### src/rtl/core/bfti_pkg.sv
`timescale 1ns / 1ps
// ---------------------------------------------------------------------------
// Bilinear force table interpolator package
// Shared widths, payload structs and controller-to-datapath command type.
// ---------------------------------------------------------------------------
package bfti_pkg;

   // Grid geometry and number formats
   localparam int GRID_SIZE    = 16;
   localparam int GRID_BITS    = $clog2(GRID_SIZE);
   localparam int DEPTH        = GRID_SIZE * GRID_SIZE;
   localparam int ADDR_W       = 2 * GRID_BITS;
   localparam int FRAC_BITS    = 8;
   localparam int FORCE_WIDTH  = 16;

   // Field widths of the ports
   localparam int ENTRY_IDX_W  = 4;
   localparam int IN_FORCE_W   = 16;
   localparam int OUT_FORCE_W  = 16;
   localparam int QUERY_W      = 12;
   localparam int QUERY_INT_W  = QUERY_W - FRAC_BITS;
   localparam int CIDX_W       = QUERY_INT_W + 1;

   // Datapath widths
   localparam int LANES        = 3;
   localparam int ENTRY_W      = LANES * FORCE_WIDTH;
   localparam int WFAC_W       = FRAC_BITS + 1;
   localparam int WT_W         = 2 * FRAC_BITS + 1;
   localparam int PROD_W       = FORCE_WIDTH + WT_W + 1;

   // Operation codes
   localparam logic OP_WRITE   = 1'b0;
   localparam logic OP_QUERY   = 1'b1;

   typedef struct packed {
      logic                          operation;
      logic [ENTRY_IDX_W-1:0]        entry_angle_index;
      logic [ENTRY_IDX_W-1:0]        entry_speed_index;
      logic signed [IN_FORCE_W-1:0]  entry_force_x;
      logic signed [IN_FORCE_W-1:0]  entry_force_y;
      logic signed [IN_FORCE_W-1:0]  entry_force_z;
      logic [QUERY_W-1:0]            query_angle;
      logic [QUERY_W-1:0]            query_speed;
   } req_type;

   typedef struct packed {
      logic signed [OUT_FORCE_W-1:0] force_x;
      logic signed [OUT_FORCE_W-1:0] force_y;
      logic signed [OUT_FORCE_W-1:0] force_z;
   } rsp_type;

   typedef struct packed {
      logic       load;       // capture query point
      logic       wr_en;      // store one table entry
      logic       rd_en;      // read one corner
      logic [1:0] corner;     // bit 0: angle + 1, bit 1: speed + 1
      logic       mul_en;     // weight the corner read last cycle
      logic       acc_en;     // add weighted corner into accumulator
      logic       acc_first;  // first add of a query: overwrite
   } cmd_type;

endpackage

### src/rtl/core/bfti_ctrl.sv
`timescale 1ns / 1ps
// ---------------------------------------------------------------------------
// Bilinear force table interpolator controller
// Sequences the four corner reads, weighting and accumulation of a query, and issues table writes.
// ---------------------------------------------------------------------------
module bfti_ctrl
   import bfti_pkg::*;
(
   input  logic    clock,
   input  logic    reset,
   input  logic    start,
   input  logic    operation,
   output logic    busy,
   output logic    rsp_strobe,
   output cmd_type cmd
);

   localparam logic [1:0] ST_IDLE  = 2'd0;
   localparam logic [1:0] ST_QUERY = 2'd1;
   localparam logic [1:0] ST_DONE  = 2'd2;

   localparam logic [2:0] CNT_LAST_RD  = 3'd3;
   localparam logic [2:0] CNT_FIRST_AC = 3'd2;
   localparam logic [2:0] CNT_LAST     = 3'd5;

   logic [1:0] state_ff, state_in;
   logic [2:0] cnt_ff, cnt_in;
   logic       accept;

   assign busy       = (state_ff == ST_QUERY);
   assign accept     = start && !busy;
   assign rsp_strobe = (state_ff == ST_DONE);

   always_comb begin
      state_in = state_ff;
      cnt_in   = cnt_ff;
      case (state_ff)
         ST_IDLE, ST_DONE: begin
            cnt_in = '0;
            if (accept && operation == OP_QUERY) begin
               state_in = ST_QUERY;
            end else begin
               state_in = ST_IDLE;
            end
         end
         ST_QUERY: begin
            if (cnt_ff == CNT_LAST) begin
               state_in = ST_DONE;
            end else begin
               cnt_in = cnt_ff + 3'd1;
            end
         end
         default: begin
            state_in = ST_IDLE;
            cnt_in   = '0;
         end
      endcase
   end

   always_comb begin
      cmd           = '0;
      cmd.load      = accept && (operation == OP_QUERY);
      cmd.wr_en     = accept && (operation == OP_WRITE);
      cmd.corner    = cnt_ff[1:0];
      if (state_ff == ST_QUERY) begin
         cmd.rd_en     = (cnt_ff <= CNT_LAST_RD);
         cmd.mul_en    = cnt_ff inside {[3'd1:3'd4]};
         cmd.acc_en    = cnt_ff inside {[CNT_FIRST_AC:CNT_LAST]};
         cmd.acc_first = (cnt_ff == CNT_FIRST_AC);
      end
   end

   always_ff @(posedge clock) begin
      if (reset) begin
         state_ff <= ST_IDLE;
         cnt_ff   <= '0;
      end else begin
         state_ff <= state_in;
         cnt_ff   <= cnt_in;
      end
   end

   // A query that is taken must leave the idle side at the next edge
   a_query_goes_busy: assert property (@(posedge clock) disable iff (reset)
      (start && !busy && operation == OP_QUERY) |=> busy)
      else $error("query accepted but controller not busy");

   // The last accumulate step is followed by exactly one result strobe
   a_last_acc_strobes: assert property (@(posedge clock) disable iff (reset)
      (state_ff == ST_QUERY && cnt_ff == CNT_LAST) |=> (rsp_strobe && !busy))
      else $error("result strobe missing after final accumulate");

   a_strobe_single: assert property (@(posedge clock) disable iff (reset)
      rsp_strobe |=> !rsp_strobe)
      else $error("result strobe held for more than one cycle");

   // Table writes never collide with corner reads on the single port
   a_port_exclusive: assert property (@(posedge clock) disable iff (reset)
      !(cmd.wr_en && cmd.rd_en))
      else $error("table write and read in the same cycle");

endmodule

### config.mk
export PLATFORM = sky130hd
export DESIGN_NAME = bfti_ctrl
export DESIGN_NICKNAME = d
export VERILOG_FILES = /design/src/rtl/core/bfti_pkg.sv /design/src/rtl/core/bfti_ctrl.sv
export SDC_FILE = /design/constraint.sdc
export NUM_CORES = 1
export LEC_CHECK = 0
export ABC_AREA = 1
export BUFFER_PORTS_ARGS = -buffer_cell sky130_fd_sc_hd__clkbuf_2
export CAP_MARGIN = 40
export CORE_AREA = 2 2 39 41
export DETAILED_ROUTE_END_ITERATION = 6
export DIE_AREA = 0 0 41 43
export SYNTH_ARGS = -nofsm -noshare
export SYNTH_HDL_FRONTEND = slang
export SYNTH_SLANG_ARGS = --single-unit
export TNS_END_PERCENT = 100
### constraint.sdc
create_clock -name clock -period 1.5 [get_ports clock]
set_input_delay 0 -clock clock [delete_from_list [all_inputs] [get_ports clock]]
set_output_delay 0 -clock clock [all_outputs]
set_load 0.02 [all_outputs]
==> Word level (Yosys, flattened, before mapping) <==
Index checks and enable logic that the tools add are counted.
{ "word_totals": {"regBits": 5, "rom_bits": 0, "wordCells": 29, "latch_bits": 0, "out_inout_bits": 10, "input_bits": 4, "ram_bits": 0, "mem_count": 0} }
{ "classes": {"n_reduce_logical": 9, "div_mod_pow": 0, "eq_ne": 5, "magnitude_cmp": 5, "muxes": 5, "bitwise": 2, "n_shift": 0, "n_mul": 0, "add_sub_neg": 1} }
{ "op_table": {"columns": ["operator", "count"], "rows": [
  ["<= comparator 3 bit, second input constant", 2],
  ["logical AND 1 bit", 5],
  ["one-hot mux 2 bit (2 select lines)", 1],
  ["OR reduction 2 bit", 2],
  ["adder 3 x 1 -> 3 bit, second input constant", 1],
  ["equality test 3 x 2 -> 1 bit, second input constant", 1],
  ["equality test 3 bit, second input constant", 1],
  ["greater-or-equal comparator 3 x 1 -> 1 bit, second input constant", 1],
  ["greater-or-equal comparator 3 x 2 -> 1 bit, second input constant", 1],
  ["<= comparator 3 x 2 -> 1 bit, second input constant", 1],
  ["2-to-1 mux 3 bit", 1],
  ["equality test 2 x 1 -> 1 bit, second input constant", 1],
  ["equality test 2 bit, second input constant", 1],
  ["zero test 2 bit", 1],
  ["2-to-1 mux 1 bit", 2],
  ["2-to-1 mux 2 bit", 1],
  ["!= test 2 x 1 -> 1 bit, second input constant", 1],
  ["inverter 1 bit", 2],
  ["zero test 1 bit", 1]
]} }

==> Logic depth before layout (Yosys ltp) <==
Gate-level depths: netlist (run 1).
{ "logic_depth": {"word_depth": 6, "mapped_depth": 6, "mapped_depth_nobuf": 6} }

==> Worst setup path before layout (run 1) <==
OpenSTA, ideal clock, no wires.
{ "synth_path": {"kind": "register to output", "start": "register cnt_ff[1]", "end": "output port cmd[1] in the netlist's numbering", "slack_ns": 0.402, "path_stages_with_launch": 7, "arrival_ns": 1.098, "n_path_buf": 0, "t_required_ns": 1.500, "path_cell_list": "dfxtp_1 > inv_1 > ha_1 > nand2_2 > nand2_1 > nor2_1 > nor2_1"} }
{ "synth_lines": {"columns": ["item", "line", "source"], "rows": [
  ["start, declared", "bfti_ctrl.sv:27", "logic [2:0] cnt_ff, cnt_in;"],
  ["start signal, assigned", "bfti_ctrl.sv:79", "cnt_ff <= cnt_in;"],
  ["end, declared", "bfti_ctrl.sv:15", "output cmd_type cmd"]
]} }

==> flow_metrics.py, run 1 <==
metrics = {
    "global_route": {
        "grt_max_degree": 7,
        "grt_pass1_vias": 296,
        "grt_pass1_wl_um": 1090,
        "grt_usage_pct": 10.0,
        "antenna_found_initial": 0,
        "overflow": 0,
    },
    "setup_path": {
        "crit_type": "reg2out",
        "reg2reg_to": "cnt_ff[0]$_SDFFE_PP0N_",
        "cpMaxStageDelayCell": "dfxtp_4",
        "cp-start-kind": "flop",
        "path_max_fanout": 6,
        "crit_top_cell": "nor2_1",
        "reg2reg_from": "cnt_ff[1]$_SDFFE_PP0N_",
        "cp.required_ns": 1.50,
        "worstPathArrival_ns": 1.35,
        "end_kind": "output pin",
        "rr_worst_depth": 6,
        "ff2ff_setup_slack_ns": 0.31,
        "crit_chain": "inv_1, ha_1, nand2_2, nand2_1, nor2_1, nor2_1, buf_2",
        "max_stage_delay_ns": 0.36,
    },
    "sta": {
        "finalMaxSlewViolations": 0,
        "finalSetupTns_ns": 0,
        "fmax_mhz": 739,
        "hold_violations": 0,
        "setup_violations": 0,
        "period_share_pct": 90.2,
        "max_slew_margin_pct": 89.9,
        "period_minus_slack_ns": 1.35,
        "holdWs_ns": 0.0329,
        "finClkSkew_ns": 0.000323,
        "worstMarginPinSlew_ns": 0.151,
        "rsz0062_at_grt": "false",
    },
    "pwr": {
        "comb_power_share_pct": 17.8,
        "seqPwrFrac_pct": 40.1,
        "clockPowerShare_pct": 42.1,
        "p_sw_share_pct": 26.8,
        "power_density_nw_per_um2": 784,
        "irDropWorstVdd_mv": 0.235,
        "p_sw_mw": 0.0947,
        "p_leak_nw": 0.235,
        "p_int_mw": 0.258,
    },
    "synthesis": {
        "syn_area_per_cell_um2": 6.82,
        "yosysSeqAreaShare_pct": 30.0,
        "ys_ff_latch": 5,
        "yosysUniqueCellTypes": 15,
        "syn_area_um2": 334,
        "yosysWarningCount": 0,
        "synth_cells": 49,
        "synth_fp_nets": 57,
    },
    "cts": {
        "cts-htree-levels": 1,
        "numCtsBuffers": 3,
        "tritoncts": "yes",
        "cts.reportedPaths.clkPinSlew_ns": 0.04,
        "cts_max_path_buffers": 2,
        "clock-sinks": 5,
        "clk_latency_ns": 0.23,
        "cts_root_buf": "clkbuf_4",
    },
    "finish": {
        "fillers": 163,
        "area_growth_pct": 34.8,
        "regArea_um2": 105,
        "multiInputGateArea_um2": 191,
        "drive_gt1_share_pct": 37.9,
        "fin_nets": 75,
        "antennaDiodeCount": 0,
    },
    "placement": {
        "gp_congestion": 0.633,
        "io_buffers": 13,
        "dp_hpwl_um": 527,
    },
    "floorplan": {
        "start_util_pct": 24.1,
        "dieArea_um2": 1760,
        "num_rows": 14,
        "fp.dieW_um": 41,
        "core_um2": 1380,
        "io_pins": 14,
        "die_y_um": 43,
    },
    "route": {
        "vias": 338,
        "ant_nets": 0,
        "drc": 0,
        "via_per_inst": 4.12,
        "wl_met3_um": 24,
        "drt_iter0_drc": 6,
        "dr_wl_met2_um": 330,
        "top_layer_used": "met3",
        "drt_wl_total_um": 670,
        "first_pass_iters": 4,
        "routedWlPerCell_um": 8.17,
        "drt-met1-wl_um": 315,
    },
    "worst_hold_path": {
        "hold_class": "in2reg",
        "min_path_cells": 3,
        "min_delay_worst_endpoint": "state_ff[0]$_SDFFE_PP0P_",
        "hp-start": "start",
    },
    "run_status": {
        "status": "finished clean",
    },
    "run": {
        "maxCapViolCount": 0,
    },
}
## flip-flops by register name, indices dropped and copies added, names as in the netlist
signal	cells
cnt_ff	3
state_ff	2
## layer usage
metal	track usage (%)	vias up
li1	-	185
met1	10.9	148
met2	12.2	5
met3	6.28	0
met4	10.0	0
met5	0	-
## through the flow
step	utilization, %	instances	setup WS (ns)	cell area [um^2]	power [mW]
floorplan	-	49	0.402	334	0.190
global placement	29.2	76	0.298	404	0.208
detailed placement	29.2	76	0.277	404	0.208
CTS	31.1	80	0.00903	430	0.365
global route	32.5	82	0.0136	450	0.387
finish	32.5	82	0.148	450	0.353
## critical path: cells and delay by family (launching register included)
family / cells / cell delay (ns)
fa+ha+maj: 1 / 0.22
buf+inv: 2 / 0.23
simple gates: 4 / 0.30
flops: 1 / 0.36
## power groups by stage
| stage | Sequential [mW] | Combinational (mW) | Clock (mW) |
|---|---|---|---|
| final | 0.142 | 0.0628 | 0.149 |
| after global routing | 0.143 | 0.0702 | 0.174 |
| after CTS | 0.143 | 0.0634 | 0.159 |
| after detailed placement | 0.145 | 0.0632 | 0 |
| after global placement | 0.145 | 0.0631 | 0 |
| after floorplan | 0.144 | 0.0458 | 0 |
## worst max-delay path by stage
stage,from,to,slack [ns],depth (start not counted)
after detailed placement,cnt_ff[1]$_SDFFE_PP0N_,cmd[1],0.28,7
after CTS,cnt_ff[1]$_SDFFE_PP0N_,cmd[1],0.009,7
after floorplan,cnt_ff[1]$_SDFFE_PP0N_,cmd[1],0.40,6
after global routing,cnt_ff[1]$_SDFFE_PP0N_,cmd[1],0.01,7
final,cnt_ff[1]$_SDFFE_PP0N_,cmd[1],0.15,7
after global placement,cnt_ff[1]$_SDFFE_PP0N_,cmd[1],0.30,7
## synth_stat cells
| library cell | count | area (um^2) |
|---|---|---|
| a21oi_1 | 3 | 15.0 |
| buf_4 | 2 | 15.0 |
| clkinv_2 | 1 | 5.00 |
| dfxtp_1 | 5 | 100 |
| ha_1 | 4 | 50.1 |
| inv_1 | 5 | 18.8 |
| inv_2 | 1 | 3.75 |
| nand2_1 | 7 | 26.3 |
| nand2_2 | 3 | 18.8 |
| nand3_1 | 2 | 10.0 |
| nand4_1 | 1 | 6.26 |
| nor2_1 | 11 | 41.3 |
| nor3_1 | 2 | 10.0 |
| o21ai_1 | 1 | 5.00 |
| xor2_1 | 1 | 8.76 |
## placed cells by master, fill, tap and decap left out
cell | synthesis | layout
xor2_1 | 1 | 1
nand4_1 | 1 | 1
clkbuf_2 | 0 | 12
nor3_1 | 2 | 2
clkbuf_1 | 0 | 1
nand3_1 | 2 | 2
inv_2 | 1 | 1
clkinv_2 | 1 | 1
inv_1 | 5 | 5
ha_1 | 4 | 4
dfxtp_2 | 0 | 1
dfxtp_1 | 5 | 3
clkbuf_4 | 0 | 3
dfxtp_4 | 0 | 1
o21ai_1 | 1 | 1
buf_4 | 2 | 2
nor2_1 | 11 | 11
nand2_2 | 3 | 3
nand2_1 | 7 | 7
a21oi_1 | 3 | 3
buf_2 | 0 | 1
## repair_timing
| item | 4_1_cts | 5_1_grt |
|---|---|---|
| hold buffers | 0 | 0 |
| endpoints found under the setup margin | 0 | 1 |
| buffers inserted | 0 | 2 |
| resized for setup | 0 | 4 |
## final cells by class
cell class              instances  share of cell area (%)
clock buffers                   4                    5.83
well taps                      16                    4.44
flip-flops and latches          5                    23.3
inverters                       7                    6.11
multi-input cells              35                    42.5
repair buffers                 15                    17.8
## kinds of logic (layout without fill, tap and decap cells)
kind of cell / count (synthesis) / count (layout) / share of synthesized area, %
simple gates: 26 / 26 / 33.7
buf+inv: 9 / 26 / 12.7
flops: 5 / 5 / 30.0
fa+ha+maj: 4 / 4 / 15.0
compound gates: 4 / 4 / 5.99
xor+xnor: 1 / 1 / 2.62
No activity file was read; power rests on OpenSTA's default activity.
==> run 2: changes to the inputs <==
RECOVER_POWER = 100   (was unset)
clock period = 1.25 ns   (was 1.5 ns; I/O delays follow)
==> run 2 against run 1 <==
  * Critical path type unchanged
  * Largest power group unchanged
  * Hold slack gained 0.0080 ns
  * Routed wire length grew 13%
  * Core utilization grew 3.7 points
  * Design area grew 11%
  * Via count grew 0.30%
  * Global-route usage shrank 0.080 points
  * Setup slack lost 0.12 ns
==> flow_metrics.py, run 2 (synthesized netlist as in run 1, its figures left out) <==
metrics = {
    "run_status": {
        "status": "finished clean",
    },
    "cts": {
        "cts_max_path_buffers": 2,
        "cts-htree-levels": 1,
        "cts.reportedPaths.clkPinSlew_ns": 0.04,
        "cts_root_buf": "clkbuf_4",
        "clock-sinks": 5,
        "tritoncts": "yes",
        "hold_buffers": 0,
        "numCtsBuffers": 3,
        "clk_latency_ns": 0.23,
    },
    "setup_path": {
        "cp-start-kind": "flop",
        "end_kind": "output pin",
        "worstPathArrival_ns": 1.23,
        "cp.required_ns": 1.25,
        "rr_worst_depth": 6,
        "crit_chain": "ha_2, ha_4, a21oi_2, nor2_1, buf_4",
        "reg2reg_from": "cnt_ff[1]$_SDFFE_PP0N_",
        "max_stage_delay_ns": 0.36,
        "ff2ff_setup_slack_ns": 0.18,
        "reg2reg_to": "cnt_ff[0]$_SDFFE_PP0N_",
        "crit_type": "reg2out",
        "path_max_fanout": 4,
        "cpMaxStageDelayCell": "dfxtp_4",
    },
    "finish": {
        "fin_nets": 76,
        "area_growth_pct": 50.2,
        "multiInputGateArea_um2": 230,
        "top_register": "cnt_ff",
        "fillers": 155,
        "layout_commonest_cell": "nor2_1",
        "regArea_um2": 106,
        "fin_area_um2": 502,
        "stdcell_count": 83,
        "drive_gt1_share_pct": 46.3,
        "antennaDiodeCount": 0,
        "largest_register_ffs": 3,
        "reg_top3": "cnt_ff (3), state_ff (2)",
        "final_cell_mix": "nor2_1, clkbuf_2, nand2_1, buf_4, clkbuf_1",
    },
    "sta": {
        "period_share_pct": 98.1,
        "max_slew_margin_pct": 83.5,
        "fmax_mhz": 815,
        "finalMaxSlewViolations": 0,
        "worstMarginPinSlew_ns": 0.249,
        "setup_ws_ns": 0.0236,
        "period_minus_slack_ns": 1.23,
        "hold_violations": 0,
        "setup_violations": 0,
        "finClkSkew_ns": 0.000267,
        "rsz0062_at_grt": "true",
    },
    "route": {
        "via_per_inst": 4.08,
        "vias": 339,
        "ant_nets": 0,
        "drt_wl_total_um": 754,
        "routedWlPerCell_um": 9.08,
        "drt_iter0_drc": 1,
        "first_pass_iters": 2,
        "drc": 0,
    },
    "pwr": {
        "p_leak_nw": 0.247,
        "irDropWorstVdd_mv": 0.422,
        "total_power_mw": 0.431,
        "power_density_nw_per_um2": 858,
    },
    "floorplan": {
        "core_um2": 1380,
        "io_pins": 14,
        "die_y_um": 43,
        "fp.dieW_um": 41,
        "start_util_pct": 24.1,
        "dieArea_um2": 1760,
        "num_rows": 14,
    },
    "placement": {
        "io_buffers": 13,
        "dp_hpwl_um": 564,
        "placed_cells": 77,
        "gp_congestion": 0.668,
        "place_ws_ns": 0.0961,
        "place_area_um2": 412,
    },
    "run": {
        "maxCapViolCount": 0,
    },
    "global_route": {
        "grt-busiest-layer": "met2",
        "grt_pass1_wl_um": 1150,
        "grt.met3_usage_pct": 1.57,
        "grt_max_degree": 7,
        "grtUsageMet1_pct": 10.9,
        "grt_usage_pct": 9.94,
        "grt_use_met2_pct": 14.7,
        "grt_pass1_vias": 308,
        "overflow": 0,
        "antenna_found_initial": 0,
    },
    "worst_hold_path": {
        "min_path_cells": 3,
        "min_delay_worst_endpoint": "state_ff[0]$_SDFFE_PP0P_",
        "hold_class": "in2reg",
        "hp-start": "start",
    },
}
run 2: worst max-delay path by stage:
| stage | startpoint | endpoint | cells past startpoint |
|---|---|---|---|
| 2_1_floorplan | cnt_ff[1]$_SDFFE_PP0N_ | cmd[1] | 6 |
| 3_5_place_dp | cnt_ff[0]$_SDFFE_PP0N_ | cmd[1] | 6 |
| 5_1_grt | cnt_ff[0]$_SDFFE_PP0N_ | cmd[5] | 5 |
| 4_1_cts | cnt_ff[1]$_SDFFE_PP0N_ | cmd[1] | 7 |
| 6_report | cnt_ff[0]$_SDFFE_PP0N_ | cmd[5] | 5 |
| 3_3_place_gp | cnt_ff[0]$_SDFFE_PP0N_ | cmd[1] | 6 |
run 2: per-layer routing:
metal	vias to the layer above	share of wire, %
met3	2	3.8
li1	189	-
met2	5	49
met4	0	1.3
met1	143	46
met5	-	0
run 2: cell type report:
class	instances	area share, %
clock buffer	4	5.24
inverter	7	5.49
multi-input combinational	35	45.9
sequential	5	21.2
tap	16	3.99
timing repair buffer	16	18.2
run 2: through the flow:
step           setup TNS (ns)  hold slack, ns  util [%]
2_1_floorplan               0          0.0798         -
3_3_place_gp                0           0.284      29.7
3_5_place_dp                0           0.280      29.7
4_1_cts              -0.00164          0.0344      34.9
5_1_grt               -0.0331          0.0707      36.3
6_report                    0          0.0409      36.3
run 2: timing repair:
action,CTS,global route
pin swaps,1,4
endpoints found under the setup margin,3,3
resized for setup,13,7
setup buffers,1,1
run 2: report_power, final:
part	total (mW)	switching, mW	internal [mW]
clock	0.175	0.0546	0.120
combinational	0.0852	0.0529	0.0323
sequential	0.171	0.00613	0.165
total	0.431	0.114	0.317
run 2: critical path: cells and delay by family, from the launching register on:
| family | cells | cell delay, ns |
|---|---|---|
| AO/OA/AOI/OAI | 1 | 0.09 |
| AND/OR/NAND/NOR | 1 | 0.05 |
| buffers and inverters | 1 | 0.15 |
| flip-flops | 1 | 0.36 |
| adder cells (fa/ha/maj) | 2 | 0.35 |
==> run 3: changes to the inputs <==
REMOVE_ABC_BUFFERS = 1   (was unset)
==> run 3 against run 2 <==
  * Core utilization rose by 1.3 points
  * Routed wire length up 3.3%
  * Critical endpoint unchanged
  * Combinational power decreased by 2%
  * Largest cell class unchanged
  * Count of clock-buffer cells in the layout stayed put
==> flow_metrics.py, run 3 (synthesized netlist as in run 1, its figures left out) <==
metrics = {
    "route": {
        "drt_wl_total_um": 779,
        "via_per_inst": 4.29,
        "vias": 360,
        "drt_iter0_drc": 0,
        "ant_nets": 0,
        "drc": 0,
        "first_pass_iters": 1,
        "routedWlPerCell_um": 9.27,
    },
    "pwr": {
        "p_leak_nw": 0.240,
        "power_density_nw_per_um2": 851,
        "total_power_mw": 0.442,
        "irDropWorstVdd_mv": 0.319,
    },
    "placement": {
        "place_ws_ns": 0.0856,
        "dp_hpwl_um": 546,
        "gp_congestion": 0.717,
        "io_buffers": 13,
        "place_area_um2": 412,
    },
    "setup_path": {
        "cp.required_ns": 1.25,
        "ff2ff_setup_slack_ns": 0.07,
        "reg2reg_from": "cnt_ff[1]$_SDFFE_PP0N_",
        "rr_worst_depth": 7,
        "startpoint": "cnt_ff[0]$_SDFFE_PP0N_",
        "end_kind": "output pin",
        "endpoint": "cmd[5]",
        "reg2reg_to": "cnt_ff[0]$_SDFFE_PP0N_",
        "crit_type": "reg2out",
        "worstPathArrival_ns": 1.23,
        "path_max_fanout": 4,
        "cp-start-kind": "flop",
    },
    "finish": {
        "reg_top3": "cnt_ff (3), state_ff (2)",
        "drive_gt1_share_pct": 45.6,
        "largest_register_ffs": 3,
        "fillers": 154,
        "layout_commonest_cell": "nor2_1",
        "fin_area_um2": 519,
        "area_growth_pct": 55.4,
        "top_register": "cnt_ff",
        "fin_nets": 77,
        "multiInputGateArea_um2": 233,
        "regArea_um2": 109,
        "antennaDiodeCount": 0,
        "final_cell_mix": "nor2_1, nand2_1, clkbuf_2, buf_4, clkbuf_1",
    },
    "sta": {
        "period_share_pct": 98.0,
        "holdWs_ns": 0.0282,
        "max_slew_margin_pct": 83.6,
        "fmax_mhz": 816,
        "setup_violations": 0,
        "finClkSkew_ns": 0.000228,
        "setup_ws_ns": 0.0248,
        "worstMarginPinSlew_ns": 0.247,
        "hold_violations": 0,
        "period_minus_slack_ns": 1.23,
        "rsz0062_at_grt": "true",
        "finalMaxSlewViolations": 0,
    },
    "floorplan": {
        "fp.dieW_um": 41,
        "dieArea_um2": 1760,
        "num_rows": 14,
        "io_pins": 14,
        "core_um2": 1380,
        "die_y_um": 43,
        "start_util_pct": 24.1,
    },
    "global_route": {
        "grt_max_degree": 7,
        "antenna_found_initial": 0,
        "grt_usage_pct": 9.73,
        "grt_pass1_wl_um": 1140,
        "overflow": 0,
        "grt_pass1_vias": 319,
    },
    "cts": {
        "hold_buffers": 0,
        "cts.reportedPaths.clkPinSlew_ns": 0.04,
        "cts_root_buf": "clkbuf_4",
        "cts-htree-levels": 1,
        "clk_latency_ns": 0.24,
        "clock-sinks": 5,
        "numCtsBuffers": 3,
        "tritoncts": "yes",
        "cts_max_path_buffers": 2,
    },
    "worst_hold_path": {
        "hold_class": "in2reg",
    },
    "run_status": {
        "status": "finished clean",
    },
    "run": {
        "maxCapViolCount": 0,
    },
}
run 3: area by class of cell:
| type | count | area share (%) |
|---|---|---|
| clock buffers | 4 | 5.06 |
| flip-flops and latches | 5 | 21.0 |
| multi-input cells | 35 | 44.8 |
| repair buffers | 17 | 19.0 |
| well taps | 16 | 3.86 |
| inverters | 7 | 6.27 |
run 3: timing repair:
item                       CTS  global route
pin swaps                    2             7
gates resized for setup     11            11
setup endpoints to repair    3             3
buffers inserted             2             1
cloned                       0             0
run 3: worst min path at each step:
stage	start	end	slack, ns	cells past startpoint
2_1_floorplan	operation	cmd[6]	0.08	1
3_3_place_gp	start	state_ff[0]$_SDFFE_PP0P_	0.28	3
3_5_place_dp	start	state_ff[0]$_SDFFE_PP0P_	0.27	3
4_1_cts	start	state_ff[0]$_SDFFE_PP0P_	0.02	3
5_1_grt	start	state_ff[0]$_SDFFE_PP0P_	0.06	3
6_report	start	state_ff[0]$_SDFFE_PP0P_	0.03	3
run 3: stage by stage:
step	instances	util (%)	TNS (ns)
detailed placement	77	29.7	0
finish	84	37.5	0
CTS	83	35.0	-0.00466
global placement	77	29.7	0
global route	84	37.5	-0.0802
floorplan	47	-	0
run 3: worst max-delay path, cell delays in order (launching register included):
cell and delay [ns]:
dfxtp_4 0.37, ha_4 0.17, ha_4 0.15, a21oi_2 0.09, nor2_1 0.05, buf_4 0.15
run 3: layer usage:
layer  track usage [%]  up-vias  wire, um
met5                 0        -         0
met4              10.0        0         0
met3              1.57        0        27
met2              15.9        7       410
met1              8.97      164       341
li1                  -      189         -
run 3: report_power, final:
group          total (mW)  internal (mW)  switching, mW  leakage, nW
Clock               0.188          0.121         0.0677       0.0150
Sequential          0.170          0.162        0.00768       0.0426
Combinational      0.0832         0.0317         0.0515        0.183
